[config.mk]
export PLATFORM = sky130hd
export DESIGN_NAME = unordered_key_set_table_unit_flat
export DESIGN_NICKNAME = d
export VERILOG_FILES = /design/src/uks_pkg.sv /design/src/uks_in_if.sv /design/src/uks_out_if.sv /design/src/uks_key_ram.sv /design/src/uks_ctrl.sv /design/src/unordered_key_set_table_unit.sv /design/src/flat_wrapper.sv
export VERILOG_INCLUDE_DIRS = /design/src /design/src/src
export SDC_FILE = /design/constraint.sdc
export NUM_CORES = 1
export LEC_CHECK = 0
export ABC_AREA = 0
export BUFFER_PORTS_ARGS = -buffer_cell sky130_fd_sc_hd__buf_2
export CORE_MARGIN = 2
export CORE_UTILIZATION = 25
export DETAILED_ROUTE_END_ITERATION = 8
export PLACE_DENSITY = 0.44
export SYNTH_ARGS = -nofsm -noshare
export SYNTH_HDL_FRONTEND = slang
export SYNTH_HIERARCHICAL = 1
export SYNTH_SLANG_ARGS = --single-unit
[constraint.sdc]
create_clock -name clk_i -period 6.98 [get_ports clk_i]
set_clock_uncertainty 0.15 [all_clocks]
set_input_delay 2.094 -clock clk_i [delete_from_list [all_inputs] [get_ports clk_i]]
set_output_delay 2.094 -clock clk_i [all_outputs]
set_load 0.05 [all_outputs]
[src/unordered_key_set_table_unit_macros.svh]
// Assertion macros for the unordered key set table unit.
// Included by files that carry concurrent checks; no other dependencies.
`ifndef UNORDERED_KEY_SET_TABLE_UNIT_MACROS_SVH
`define UNORDERED_KEY_SET_TABLE_UNIT_MACROS_SVH
`ifndef NO_ASSERTIONS
// Same-cycle implication, sampled on clk_i, off during reset.
`define UKS_ASSERT_IMP(label, ante, cons, msg) \
  label: assert property (@(posedge clk_i) disable iff (!rst_ni) (ante) |-> (cons)) \
    else $error(msg);
// Next-cycle implication, sampled on clk_i, off during reset.
`define UKS_ASSERT_NXT(label, ante, cons, msg) \
  label: assert property (@(posedge clk_i) disable iff (!rst_ni) (ante) |=> (cons)) \
    else $error(msg);
`else
`define UKS_ASSERT_IMP(label, ante, cons, msg)
`define UKS_ASSERT_NXT(label, ante, cons, msg)
`endif
`endif

[src/uks_pkg.sv]
// Shared types and constants for the unordered key set table unit.
// No dependencies; imported by every other file but the macros header.
package uks_pkg;

  localparam int unsigned CAPACITY = 16;
  localparam int unsigned KEY_BITS = 32;
  localparam int unsigned KEY_IN_W = 32;
  localparam int unsigned ENTRY_W  = 32;
  localparam int unsigned MODE_W   = 3;
  localparam int unsigned STATUS_W = 2;
  localparam int unsigned IDX_W    = (CAPACITY > 1) ? $clog2(CAPACITY) : 1;
  localparam int unsigned CNT_W    = $clog2(CAPACITY + 1);

  typedef enum logic [MODE_W-1:0] {
    MODE_ADD    = 3'd0,
    MODE_REMOVE = 3'd1,
    MODE_FIND   = 3'd2,
    MODE_FIRST  = 3'd3,
    MODE_NEXT   = 3'd4
  } mode_e;

  typedef enum logic [STATUS_W-1:0] {
    STAT_OK   = 2'd0,
    STAT_FAIL = 2'd1,
    STAT_FULL = 2'd2
  } status_e;

  typedef enum logic [2:0] {
    S_IDLE,
    S_SCAN,
    S_MOVE,
    S_WALK,
    S_DONE
  } ctrl_state_e;

  typedef struct packed {
    logic                rd_en;
    logic [IDX_W-1:0]    rd_addr;
    logic                wr_en;
    logic [IDX_W-1:0]    wr_addr;
    logic [KEY_BITS-1:0] wr_data;
  } ram_req_t;

  typedef struct packed {
    status_e              status;
    logic                 hit;
    logic [ENTRY_W-1:0]   entry;
    logic                 entry_valid;
    logic [CNT_W-1:0]     occupancy;
  } res_t;

endpackage

[src/uks_in_if.sv]
// Input channel of the key set table: valid/ready plus mode and key.
// Depends on uks_pkg for field widths.
interface uks_in_if import uks_pkg::*; ();
  logic                valid;
  logic                ready;
  logic [MODE_W-1:0]   mode;
  logic [KEY_IN_W-1:0] key;

  modport source (output valid, output mode, output key, input ready);
  modport sink   (input valid, input mode, input key, output ready);
endinterface

[src/uks_out_if.sv]
// Result channel of the key set table: valid/ready plus the result fields.
// Depends on uks_pkg for field widths.
interface uks_out_if import uks_pkg::*; ();
  logic                valid;
  logic                ready;
  logic [STATUS_W-1:0] status;
  logic                hit;
  logic [ENTRY_W-1:0]  entry;
  logic                entry_valid;
  logic [CNT_W-1:0]    occupancy;

  modport source (output valid, output status, output hit, output entry,
                  output entry_valid, output occupancy, input ready);
  modport sink   (input valid, input status, input hit, input entry,
                  input entry_valid, input occupancy, output ready);
endinterface

[src/uks_key_ram.sv]
// Key store: one write port and one read port with registered read data.
// Depends on uks_pkg for depth, key width and the request struct.
module uks_key_ram import uks_pkg::*; (
  input  logic                clk_i,
  input  ram_req_t            req_i,
  output logic [KEY_BITS-1:0] rd_data_o
);

  logic [KEY_BITS-1:0] mem [CAPACITY];
  logic [KEY_BITS-1:0] rd_data_q;

  always_ff @(posedge clk_i) begin
    if (req_i.wr_en) begin
      mem[req_i.wr_addr] <= req_i.wr_data;
    end
    if (req_i.rd_en) begin
      rd_data_q <= mem[req_i.rd_addr];
    end
  end

  assign rd_data_o = rd_data_q;

endmodule

[src/uks_ctrl.sv]
// Sequencer of the key set table: linear scan, append, swap-remove, walk.
// Depends on uks_pkg; drives the key store through a ram_req_t request.
module uks_ctrl import uks_pkg::*; (
  input  logic                clk_i,
  input  logic                rst_ni,
  input  logic                in_valid_i,
  output logic                in_ready_o,
  input  logic [MODE_W-1:0]   mode_i,
  input  logic [KEY_IN_W-1:0] key_i,
  output logic                res_valid_o,
  input  logic                res_ready_i,
  output res_t                res_o,
  output ram_req_t            ram_req_o,
  input  logic [KEY_BITS-1:0] ram_rd_data_i
);

  ctrl_state_e         state_q, state_d;
  mode_e               mode_q, mode_d;
  logic [KEY_BITS-1:0] key_q, key_d;
  logic [CNT_W-1:0]    count_q, count_d;
  logic [CNT_W-1:0]    cursor_q, cursor_d;
  logic [CNT_W-1:0]    idx_q, idx_d;
  logic                cmp_v_q, cmp_v_d;
  logic [IDX_W-1:0]    cmp_idx_q, cmp_idx_d;
  logic [IDX_W-1:0]    pos_q, pos_d;
  res_t                res_q, res_d;
  logic [CNT_W-1:0]    walk_idx;
  logic                match;

  always_ff @(posedge clk_i or negedge rst_ni) begin
    if (!rst_ni) begin
      state_q  <= S_IDLE;
      count_q  <= '0;
      cursor_q <= '0;
      cmp_v_q  <= 1'b0;
    end else begin
      state_q  <= state_d;
      count_q  <= count_d;
      cursor_q <= cursor_d;
      cmp_v_q  <= cmp_v_d;
    end
  end

  always_ff @(posedge clk_i) begin
    mode_q    <= mode_d;
    key_q     <= key_d;
    idx_q     <= idx_d;
    cmp_idx_q <= cmp_idx_d;
    pos_q     <= pos_d;
    res_q     <= res_d;
  end

  assign match = cmp_v_q && (ram_rd_data_i == key_q);

  always_comb begin
    state_d     = state_q;
    mode_d      = mode_q;
    key_d       = key_q;
    count_d     = count_q;
    cursor_d    = cursor_q;
    idx_d       = idx_q;
    cmp_v_d     = 1'b0;
    cmp_idx_d   = cmp_idx_q;
    pos_d       = pos_q;
    res_d       = res_q;
    in_ready_o  = 1'b0;
    res_valid_o = 1'b0;
    ram_req_o   = '0;
    walk_idx    = '0;

    case (state_q)
      S_IDLE: begin
        in_ready_o = 1'b1;
        if (in_valid_i) begin
          mode_d = mode_e'(mode_i);
          key_d  = key_i[KEY_BITS-1:0];
          idx_d  = '0;
          res_d  = '{status: STAT_FAIL, hit: 1'b0, entry: '0, entry_valid: 1'b0,
                     occupancy: '0};
          case (mode_e'(mode_i))
            MODE_ADD, MODE_REMOVE, MODE_FIND: begin
              state_d = S_SCAN;
            end
            MODE_FIRST, MODE_NEXT: begin
              walk_idx = (mode_e'(mode_i) == MODE_FIRST) ? '0 : cursor_q;
              cursor_d = walk_idx;
              if (walk_idx < count_q) begin
                ram_req_o.rd_en   = 1'b1;
                ram_req_o.rd_addr = walk_idx[IDX_W-1:0];
                state_d           = S_WALK;
              end else begin
                state_d = S_DONE;
              end
            end
            default: begin
              state_d = S_DONE;
            end
          endcase
        end
      end

      S_SCAN: begin
        if (match) begin
          pos_d     = cmp_idx_q;
          res_d.hit = 1'b1;
          case (mode_q)
            MODE_FIND: begin
              res_d.status      = STAT_OK;
              res_d.entry       = ENTRY_W'(ram_rd_data_i);
              res_d.entry_valid = 1'b1;
              state_d           = S_DONE;
            end
            MODE_REMOVE: begin
              // fetch the last entry to fill the hole
              res_d.status      = STAT_OK;
              ram_req_o.rd_en   = 1'b1;
              ram_req_o.rd_addr = IDX_W'(count_q - CNT_W'(1));
              state_d           = S_MOVE;
            end
            default: begin
              state_d = S_DONE;
            end
          endcase
        end else if (idx_q < count_q) begin
          ram_req_o.rd_en   = 1'b1;
          ram_req_o.rd_addr = idx_q[IDX_W-1:0];
          cmp_v_d           = 1'b1;
          cmp_idx_d         = idx_q[IDX_W-1:0];
          idx_d             = idx_q + CNT_W'(1);
        end else begin
          if (mode_q == MODE_ADD) begin
            if (count_q >= CNT_W'(CAPACITY)) begin
              res_d.status = STAT_FULL;
            end else begin
              ram_req_o.wr_en   = 1'b1;
              ram_req_o.wr_addr = count_q[IDX_W-1:0];
              ram_req_o.wr_data = key_q;
              count_d           = count_q + CNT_W'(1);
              res_d.status      = STAT_OK;
            end
          end
          state_d = S_DONE;
        end
      end

      S_MOVE: begin
        ram_req_o.wr_en   = 1'b1;
        ram_req_o.wr_addr = pos_q;
        ram_req_o.wr_data = ram_rd_data_i;
        count_d           = count_q - CNT_W'(1);
        cursor_d          = '0;
        state_d           = S_DONE;
      end

      S_WALK: begin
        res_d.status      = STAT_OK;
        res_d.entry       = ENTRY_W'(ram_rd_data_i);
        res_d.entry_valid = 1'b1;
        cursor_d          = cursor_q + CNT_W'(1);
        state_d           = S_DONE;
      end

      S_DONE: begin
        res_valid_o = 1'b1;
        if (res_ready_i) begin
          state_d = S_IDLE;
        end
      end

      default: begin
        state_d = S_IDLE;
      end
    endcase
  end

  always_comb begin
    res_o           = res_q;
    res_o.occupancy = count_q;
  end

endmodule

[src/unordered_key_set_table_unit.sv]
// Unordered key set table: top level with the sequencer, key store and result register.
// A walk step passes S_WALK; unused modes and a walk past the end go straight to S_DONE; add
// and find scan the stored entries in S_SCAN, and remove also passes S_MOVE to fill the hole.
// One item at a time, held up by the one-entry-per-cycle scan: a new input beat is taken only
// in S_IDLE, after the previous result has been passed to the result register.
// Reset (rst_ni, async, active low) empties the table and rewinds the cursor at once.
`include "unordered_key_set_table_unit_macros.svh"
module unordered_key_set_table_unit import uks_pkg::*; (
  input  logic      clk_i,
  input  logic      rst_ni,
  uks_in_if.sink    in_i,
  uks_out_if.source out_o
);

  logic                in_ready;
  logic                res_valid;
  logic                res_ready;
  res_t                res;
  ram_req_t            ram_req;
  logic [KEY_BITS-1:0] ram_rd_data;
  logic                out_valid_q;
  res_t                out_q;

  uks_ctrl u_ctrl (
    .clk_i         (clk_i),
    .rst_ni        (rst_ni),
    .in_valid_i    (in_i.valid),
    .in_ready_o    (in_ready),
    .mode_i        (in_i.mode),
    .key_i         (in_i.key),
    .res_valid_o   (res_valid),
    .res_ready_i   (res_ready),
    .res_o         (res),
    .ram_req_o     (ram_req),
    .ram_rd_data_i (ram_rd_data)
  );

  uks_key_ram u_key_ram (
    .clk_i     (clk_i),
    .req_i     (ram_req),
    .rd_data_o (ram_rd_data)
  );

  assign in_i.ready = in_ready;
  // load a new result whenever the register is empty or being drained
  assign res_ready  = !out_valid_q || out_o.ready;

  always_ff @(posedge clk_i or negedge rst_ni) begin
    if (!rst_ni) begin
      out_valid_q <= 1'b0;
    end else if (res_ready) begin
      out_valid_q <= res_valid;
    end
  end

  always_ff @(posedge clk_i) begin
    if (res_ready && res_valid) begin
      out_q <= res;
    end
  end

  assign out_o.valid       = out_valid_q;
  assign out_o.status      = out_q.status;
  assign out_o.hit         = out_q.hit;
  assign out_o.entry       = out_q.entry;
  assign out_o.entry_valid = out_q.entry_valid;
  assign out_o.occupancy   = out_q.occupancy;

  `UKS_ASSERT_IMP(a_occ_bound, out_valid_q, out_q.occupancy <= CNT_W'(CAPACITY), "occupancy overflow")
  `UKS_ASSERT_IMP(a_no_wr_idle, ram_req.wr_en, !in_ready, "key store written while idle")
  `UKS_ASSERT_NXT(a_busy_after_accept, in_i.valid && in_ready, !in_ready, "second beat while busy")
  `UKS_ASSERT_IMP(a_fail_no_entry, res_valid && (res.status != STAT_OK), !res.entry_valid, "entry on failure")

endmodule

[src/flat_wrapper.sv]
// flat-port wrapper written by rule: the top's interface ports become plain ports
module unordered_key_set_table_unit_flat import uks_pkg::*;
  (clk_i, rst_ni, in_i_valid, in_i_mode, in_i_key, in_i_ready, out_o_valid, out_o_status, out_o_hit, out_o_entry, out_o_entry_valid, out_o_occupancy, out_o_ready);
  uks_in_if in_i_i ();
  uks_out_if out_o_i ();
  input  logic clk_i;
  input  logic rst_ni;
  input wire logic [$bits(in_i_i.valid)-1:0] in_i_valid;
  input wire logic [$bits(in_i_i.mode)-1:0] in_i_mode;
  input wire logic [$bits(in_i_i.key)-1:0] in_i_key;
  output wire logic [$bits(in_i_i.ready)-1:0] in_i_ready;
  output wire logic [$bits(out_o_i.valid)-1:0] out_o_valid;
  output wire logic [$bits(out_o_i.status)-1:0] out_o_status;
  output wire logic [$bits(out_o_i.hit)-1:0] out_o_hit;
  output wire logic [$bits(out_o_i.entry)-1:0] out_o_entry;
  output wire logic [$bits(out_o_i.entry_valid)-1:0] out_o_entry_valid;
  output wire logic [$bits(out_o_i.occupancy)-1:0] out_o_occupancy;
  input wire logic [$bits(out_o_i.ready)-1:0] out_o_ready;
  assign in_i_i.valid = in_i_valid;
  assign in_i_i.mode = in_i_mode;
  assign in_i_i.key = in_i_key;
  assign in_i_ready = in_i_i.ready;
  assign out_o_valid = out_o_i.valid;
  assign out_o_status = out_o_i.status;
  assign out_o_hit = out_o_i.hit;
  assign out_o_entry = out_o_i.entry;
  assign out_o_entry_valid = out_o_i.entry_valid;
  assign out_o_occupancy = out_o_i.occupancy;
  assign out_o_i.ready = out_o_ready;
  unordered_key_set_table_unit u_core (.clk_i(clk_i), .rst_ni(rst_ni), .in_i(in_i_i), .out_o(out_o_i));
endmodule
# Word-level counts from Yosys, hierarchy flattened
# Memories as Yosys holds them, arrays and structs flattened. A register that Yosys moved wholly into a read port is not among the register bits.
# Index checks and enable logic that the tools add are counted.
# word_totals
register_bits,140
latchBits,0
mem_bits_rw,512
rom_bits,0
inputBits,39
wordCells,128
mem_count,1
# classes
addsub,4
multipliers,0
div,0
n_lt_le_gt_ge,3
n_eq_ne,24
shift,0
muxes,51
bitwise_logic,1
reduce_logical,25
# memory_table
name,words,width,rd,rd_clocked_by_memory_dff,write_ports,line_no,text
u_core.u_key_ram.mem,16,32,1,1,1,uks_key_ram.sv:9,logic [KEY_BITS-1:0] mem [CAPACITY];
# ops
cell,n
2-to-1 mux 37 bit,4
case mux 33 bit (3 select lines),1
2-to-1 mux 5 bit,16
case mux 37 bit (2 select lines),1
2-to-1 mux 41 bit,1
2-to-1 mux 34 bit,1
2-to-1 mux 33 bit,1
== test 32 bit,1
case mux 5 bit (2 select lines),3
2-to-1 mux 3 bit,6
adder 5 x 1 -> 5 bit (second input constant),3
== test 3 x 2 -> 1 bit (second input constant),5
case mux 5 bit (3 select lines),1
!= test 2 bit (second input constant),7
case mux 3 bit (4 select lines),1
AND reduction 3 bit,4
< comparator 5 bit,2
2-to-1 mux 2 bit,5
AND reduction 5 bit,2
== test 3 x 1 -> 1 bit (second input constant),3
zero test 3 bit,3
!= test 3 bit (second input constant),3
AND reduction 4 bit,2
2-to-1 mux 1 bit,7
16 further kinds,25

# Longest topological paths before layout
# Gate-level depths: netlist of run 1.
# logic_depth
depth_word,8
ltp_mapped,15
ltp_nobuf,13

# Modules after synthesis
# The synthesis of run 1 kept the hierarchy.
# by_module_without_submodules
mod,n_inst,cells_per_inst,area_per_inst_um2,seq_area_each_um2
uks_key_ram,1,838,20155.6,16335.7
uks_ctrl,1,404,4998.5,2872.8
unordered_key_set_table_unit,1,45,1285.0,1256.2

# Worst setup path after synthesis of run 1
# No wires, ideal clock.
# synth_timing
path_type,input -> register
start,in in_i_mode[1]
end,"reg u_core.u_key_ram.rd_data_q[10], in the netlist u_core/u_key_ram/rd_data_o[10], read port of u_core.u_key_ram.mem (data pin)"
setup_ns,0.259
arrival_time_ns,5.052
setup_slack_ns,1.519
cell_stages,15
path_buffers,2
path_cell_list,nand2_1 -> nor2_1 -> nor2b_1 -> ha_1 -> a21oi_1 -> o21a_1 -> o21ai_0 -> a311oi_1 -> and2_1 -> a211o_1 -> buf_2 -> buf_2 -> mux4_2 -> a22oi_1 -> nand2_1
# synth_lines
item,line_no,text
"start, declared",flat_wrapper.sv:9,input wire logic [$bits(in_i_i.mode)-1:0] in_i_mode;
"end, declared",uks_key_ram.sv:10,logic [KEY_BITS-1:0] rd_data_q;

==> summary.txt, run 1 <==
Synthesis
  – Yosys cell types: 57
  – Largest family of logic cells by synthesized area: multiplexers
  – Syn_area_per_cell: 20.5 um^2
  – Top cell type's share of synthesized area: 0.760
  – Mapped Nets: 1337
  – Xor/xnor cell area share of the yosys netlist: 0.0139
  – Cell area after synthesis: 26400 um^2
  – Yosys warns: 6
  – Complex-gate fraction of the synthesized area: 0.0418
  – Mux cell area share after synthesis: 0.109
  – Synth top area cells: edfxtp_1 (76%), mux4_2 (11%), a22oi_1 (1.8%)
  – Cell taking the most area after synthesis: edfxtp_1
  – Register area share after synthesis: 0.774
  – Simple logic cell fraction of the synthesized area: 0.0424
  – Post-synth ARST share: 0.0219
  – Main synth FF type: edfxtp_1
  – Adder-cell share of the synthesized area: 0.00521
  – Cells after Synth: 1287
  – Number of synthesized flops with an enable pin: 669
  – #FFs+latches synth: 684

Power
  – Power, Total: 11.2 mW
  – Comb power frac: 0.181
  – Psw: 3.25 mW
  – Pleak: 9.65 nW
  – Power Density: 357 nW/um^2
  – Clock network fraction of total power: 0.346
  – P_int: 7.97 mW
  – Sequential share of power: 0.473
  – Sw frac: 0.290
  – Max IR drop VDD: 0.233 mV

Placed design
  – Number of I/O port buffers: 81
  – Detailed placer's ending HPWL: 40.3 mm
  – Routability congestion estimate from global placement: 0.748
  – Dpl ws: 637 ps
  – # placed instances: 2743

Layout
  – P&R area growth vs syn: 18.8%
  – Register area: 20500 um^2
  – Share of cells above drive strength 1: 0.266
  – Non-Filler Instances: 2882
  – Multi-input gate area: 5790 um^2
  – Commonest non-fill, non-tap cell in the layout: edfxtp_1
  – Final-stage net count: 1478
  – Fillcell total: 10266
  – Most frequent cells in the layout: edfxtp_1 (669), mux4_2 (128), buf_2 (81), clkbuf_16 (76), a22oi_1 (64)

STA
  – Rel. slew slack: 0.425
  – Worst Tran Pin Value: 860 ps
  – Setup TNS Final: 0 ps
  – Crit path time final: 5740 ps
  – Worst setup margin: 1240 ps
  – Slew Limit Fails: 0
  – Max Freq: 174 MHz
  – Final setup fails: 0
  – RSZ-0062 raised after global routing: false
  – Final hold viol count: 0
  – Hold WS: 265 ps
  – Fin crit share: 0.822

Routing
  – ANT nets after route: 0
  – Vias: 13370
  – WL per Instance: 25.5 um
  – Initial DRC count: 1426
  – Final WL: 73.5 mm
  – Drt pass-1 iters: 6
  – Vias per inst: 4.64
  – DRC Markers: 0

Die
  – Die width: 329 um
  – Initial core utilization: 0.252
  – FP Rows: 119
  – Io pins: 82
  – Die span in y: 329 um
  – Die area: 108000 um^2
  – Core region area: 105000 um^2

Clock network
  – Post-cts sizing count: 0
  – CTS Root Cell: clkbuf_16
  – CTS Buf Count: 74
  – Clk_lat worst skew: 630 ps
  – Sink Count: 684
  – Clk buf depth: 3
  – Setup repair bufs after CTS: 0
  – Htree depth: 3
  – CTS tree: yes
  – Clk slew on worst S/H paths: 50 ps
  – Hold_buf cts: 0

Setup path
  – Worst reg2reg setup slack: 2370 ps
  – Critical Path Source Type: input pin
  – Maximum fanout along the worst path: 30
  – Critical Path AT: 5950 ps
  – Crit. End Element: flip-flop
  – Critical path type: in2reg
  – Crit path required time: 7190 ps

GRT
  – Largest net degree at the start of global routing: 42
  – Total grt overflow: 0
  – Overall routing resource usage: 0.136
  – Vias in the first global route: 13726
  – First-pass GRT wire length: 104 mm
  – Initial antenna violation count: 1

Run
  – Max-cap violation count: 0

Min path
  – HP Class: reg2reg

Outcome
  – Status: finished, final reports clean
metrics by stage:
stage	utilization	area (um^2)
2_1_floorplan	-	26400
3_3_place_gp	0.276	29000
3_5_place_dp	0.276	29000
4_1_cts	0.299	31400
5_1_grt	0.299	31400
6_report	0.299	31400
flip-flops by register name, summed over array words and instances, names as in the netlist:
signal	flops
u_core/out_o.hit	1
u_core/u_ctrl/idx_q	5
u_core/u_ctrl/cmp_idx_q	4
u_core/out_o.status	2
u_core/u_key_ram/rd_data_o	32
u_core/u_ctrl/cursor_q	5
u_core/out_o.occupancy	5
u_core/u_ctrl/pos_q	4
u_core/out_o.entry_valid	1
u_core/u_ctrl/state_q	3
u_core/u_ctrl/key_q	32
u_core/out_o.valid	1
u_core/u_ctrl/res_o	36
u_core/u_ctrl/mode_q	3
u_core/out_o.entry	32
u_core/u_key_ram/mem	512
u_core/u_ctrl/count_q	5
u_core/u_ctrl/cmp_v_q	1
worst max-delay path, stage by stage:
cell and delay, ps:
buf_2 130, nand2_1 70, nor2_1 340, nor2b_1 100
ha_1 330, a21oi_1 260, o21a_1 220, o21ai_0 110
a311oi_1 330, and2_1 300, a211o_4 600, buf_4 360
mux4_2 330, a22oi_1 250, nand2_1 70
synthesized netlist by cell type (all sizes together), types with 2 or more instances:
library cell / instances
ha: 11
a21oi: 8
o211ai: 3
and4: 2
o21ai: 11
nor2: 31
nor3b: 2
o21a: 2
nand3b: 3
xor2: 21
nor4: 10
edfxtp: 669
a22o: 37
nor2b: 11
or3: 2
buf: 35
a31oi: 2
clkbuf: 27
a311oi: 3
a22oi: 64
xnor2: 21
inv: 13
nand2: 44
mux4: 128
and3: 11
nand3: 15
a211o: 5
nand4: 6
nand4b: 3
and2: 37
nor3: 14
dfrtp: 15
a211oi: 2
nand2b: 7
path summary, 6_finish.rpt:
path	startpoint	to	cells after the start
setup / recovery	in_i_mode[1]	u_core/u_key_ram/rd_data_o[3]$_DFFE_PP_	15
hold / removal	u_core/u_ctrl/res_o[11]$_SDFFCE_PP0P_	u_core/out_o.entry[5]$_DFFE_PP_	0
setup reg to reg	u_core/u_key_ram/rd_data_o[11]$_DFFE_PP_	u_core/u_key_ram/mem[8][11]$_DFFE_PP_	9
hold reg to reg	u_core/u_ctrl/res_o[11]$_SDFFCE_PP0P_	u_core/out_o.entry[5]$_DFFE_PP_	0
max in group asynchronous	rst_ni	u_core/u_ctrl/cursor_q[1]$_DFFE_PN0P_	1
min in group asynchronous	rst_ni	u_core/u_ctrl/count_q[3]$_DFFE_PN0P_	1
power by group through the flow:
stage | clock network [mW] | logic [mW] | registers, mW
final | 3.88 | 2.03 | 5.30
after global routing | 4.14 | 2.19 | 5.34
after CTS | 4.00 | 2.06 | 5.31
after detailed placement | 0 | 2.06 | 5.38
after global placement | 0 | 2.04 | 5.39
after floorplan | 0 | 1.09 | 5.49
kinds of logic after synthesis:
group | Yosys count
buffers and inverters | 75
AOI/OAI and AO/OA | 145
xor gates and xnor gates | 42
and+or+nand+nor | 202
DFF | 684
muxes | 128
adders and majority gates | 11
metal layers:
layer | vias up | global-route usage | wire (um)
met4 | 0 | 0.0335 | 1270
li1 | 5620 | - | -
met1 | 7211 | 0.200 | 34600
met5 | - | 0 | 0
met2 | 449 | 0.207 | 33100
met3 | 90 | 0.0258 | 4580
final cells by class:
type	instances	area share
diodes	3	0.000239
clock buffers	99	0.0643
clock inverters	37	0.0119
inverters	13	0.00155
multi-input cells	528	0.184
flip-flops and latches	684	0.652
well taps	1391	0.0554
repair buffers	127	0.0307
(Power assumes the default switching activity.)
==> run 2: changes to the inputs <==
PLACE_DENSITY = 0.45   (was 0.44)
clock period = 4.8 ns   (was 6.98 ns; I/O delays follow)
==> summary.txt, run 2 (same netlist as run 1, synthesis figures left out) <==
Die
  – Io pins: 82 (unchanged)
  – Die width: 329 um (unchanged)
  – FP Rows: 119 (unchanged)
  – Die span in y: 329 um (unchanged)
  – Die area: 108000 um^2 (unchanged)
  – Initial core utilization: 0.252 (unchanged)
  – Core region area: 105000 um^2 (unchanged)

GRT
  – Overall routing resource usage: 0.137 (+0.00103)
  – Vias in the first global route: 14155 (+3.1%)
  – Largest net degree at the start of global routing: 42 (unchanged)
  – First-pass GRT wire length: 105 mm (+0.76%)
  – Total grt overflow: 0 (unchanged)
  – Initial antenna violation count: 1 (unchanged)

Layout
  – Commonest non-fill, non-tap cell in the layout: edfxtp_1
  – Share of cells above drive strength 1: 0.293 (+0.0273)
  – Final-stage net count: 1541 (+4.3%)
  – Most flop-heavy register: u_core/u_key_ram/mem
  – Most frequent cells in the layout: edfxtp_1 (669), mux4_2 (128), buf_2 (81), clkbuf_16 (76), a22oi_1 (64)
  – Fillcell total: 10236 (-0.29%)
  – Max reg flops: 512 (unchanged)
  – P&R area growth vs syn: 22.3%

Routing
  – Vias: 13607 (+1.8%)
  – Initial DRC count: 1258 (-12%)
  – Vias per inst: 4.63 (-0.20%)
  – ANT nets after route: 0 (unchanged)
  – WL per Instance: 25.2 um (-1.1%)
  – Final WL: 74.1 mm (+0.81%)
  – Drt pass-1 iters: 5 (-1)
  – DRC Markers: 0 (unchanged)

Clock network
  – Clk buf depth: 3 (unchanged)
  – CTS Root Cell: clkbuf_16
  – CTS tree: yes
  – CTS Buf Count: 74 (unchanged)
  – Clk_lat worst skew: 640 ps (about the same)
  – Sink Count: 684 (unchanged)
  – Post-cts sizing count: 0 (unchanged)
  – Setup repair bufs after CTS: 0 (unchanged)
  – Clk slew on worst S/H paths: 60 ps (about the same)
  – Hold_buf cts: 0 (unchanged)
  – Htree depth: 3 (unchanged)

Setup path
  – Worst r2r dst: u_core/u_key_ram/rd_data_o[15]$_DFFE_PP_
  – Critical Path AT: 4700 ps (-1250 ps)
  – Crit path required time: 5020 ps (-2170 ps)
  – Maximum fanout along the worst path: 12 (-60%)
  – R2r startpoint: u_core/u_key_ram/rd_data_o[25]$_DFFE_PP_
  – R2R depth: 11 (+2)
  – Worst reg2reg setup slack: 670 ps (-1700 ps)
  – Slowest cell on the critical path: mux4_2
  – Critical path type: in2reg
  – Worst setup path start: in_i_mode[0]
  – Critical Path Source Type: input pin
  – Max stage delay on crit path: 510 ps (-90 ps)
  – Crit-path cells: buf_2 -> nand2_1 -> nor2_1 -> buf_4 -> nor2b_1 -> ha_1 -> a21oi_1 -> o21a_1 -> o21ai_0 -> a311oi_1 -> and2_1 -> a211o_4 -> buf_12 -> buf_12 -> mux4_2 -> a22oi_1 -> nand2_1
  – Crit. End Element: flip-flop
  – Critical Path End: u_core/u_key_ram/rd_data_o[15]$_DFFE_PP_

STA
  – Final hold viol count: 0 (unchanged)
  – Rel. slew slack: 0.453 (+0.0277)
  – Slew Limit Fails: 0 (unchanged)
  – RSZ-0062 raised after global routing: false
  – Worst Tran Pin Value: 821 ps (-38.6 ps)
  – Final setup fails: 0 (unchanged)
  – Worst setup margin: 317 ps (-924 ps)
  – Setup TNS Final: 0 ps (unchanged)
  – Max Freq: 223 MHz
  – Fin crit share: 0.934
  – Hold WS: 266 ps (+0.647 ps)
  – Crit path time final: 4480 ps

Min path
  – HP Class: reg2reg
  – Worst min-delay path startpoint: u_core/u_ctrl/res_o[38]$_SDFFCE_PP1P_

Run
  – Max-cap violation count: 0 (unchanged)

Placed design
  – Dpl ws: -269 ps (-906 ps)
  – Detailed placer's ending HPWL: 44.5 mm (+10%)
  – Number of I/O port buffers: 81 (unchanged)
  – Routability congestion estimate from global placement: 0.768 (+2.6%)

Power
  – Sw frac: 0.291 (+0.00177)
  – Pleak: 10.0 nW (+4.0%)
  – Sequential share of power: 0.469 (-0.004)
  – Psw: 4.79 mW (+48%)
  – Comb power frac: 0.195 (+0.014)
  – Clock network fraction of total power: 0.336 (-0.010)
  – P_int: 11.7 mW (+46%)
  – Power Density: 509 nW/um^2 (+42%)
  – Max IR drop VDD: 0.370 mV (+59%)

Outcome
  – Status: finished, final reports clean
run 2: final cells by class:
cell class	count	area, um^2	share of cell area
Inverter	13	48.8	0.00151
Tap cell	1391	1740	0.0538
Clock buffer	90	1950	0.0604
Multi-Input combinational cell	528	5820	0.180
Clock inverter	42	375	0.0116
Sequential cell	684	20500	0.633
Timing Repair Buffer	190	1940	0.0599
Antenna cell	1	2.50	0.0000774
run 2: power by group through the flow:
stage	Clock [mW]	Combinational (mW)	Sequential, mW
final	5.53	3.21	7.71
after floorplan	0	1.59	7.98
after global placement	0	3.22	7.83
after detailed placement	0	3.26	7.83
after CTS	5.68	3.27	7.72
after global routing	5.91	3.46	7.77
run 2: per-stage QoR:
step            util  std cells  total power, mW  instance area [um^2]
2_1_floorplan      -       1287             9.57                 26500
3_3_place_gp   0.285       2806             11.1                 30000
3_5_place_dp   0.285       2806             11.1                 30000
4_1_cts        0.308       2938             16.7                 32300
5_1_grt        0.308       2938             17.1                 32300
6_report       0.308       2939             16.5                 32300
run 2: worst min path at each step:
stage | endpoint | slack [ps] | cells past startpoint
CTS | u_core/out_o.hit$_DFFE_PP_ | 270 | 0
global route | u_core/u_ctrl/pos_q[1]$_DFFE_PP_ | 270 | 0
floorplan | u_core/out_o.entry[0]$_DFFE_PP_ | 250 | 0
global placement | u_core/out_o.status[0]$_DFFE_PP_ | 250 | 0
detailed placement | u_core/out_o.entry[1]$_DFFE_PP_ | 250 | 0
finish | u_core/out_o.hit$_DFFE_PP_ | 270 | 0
run 2: critical path: cells and delay by family:
kind / cells / cell delay, ps
adders and majority gates: 1 / 180
and+or+nand+nor: 5 / 580
AOI/OAI and AO/OA: 6 / 1320
muxes: 1 / 510
buffers and inverters: 4 / 640
run 2: per-layer routing:
layer,track usage,vias to the layer above,routed length (um)
met5,0,-,0
met4,0.0353,0,1410
met3,0.0291,91,4390
met2,0.203,427,32700
met1,0.204,7337,35700
li1,-,5752,-
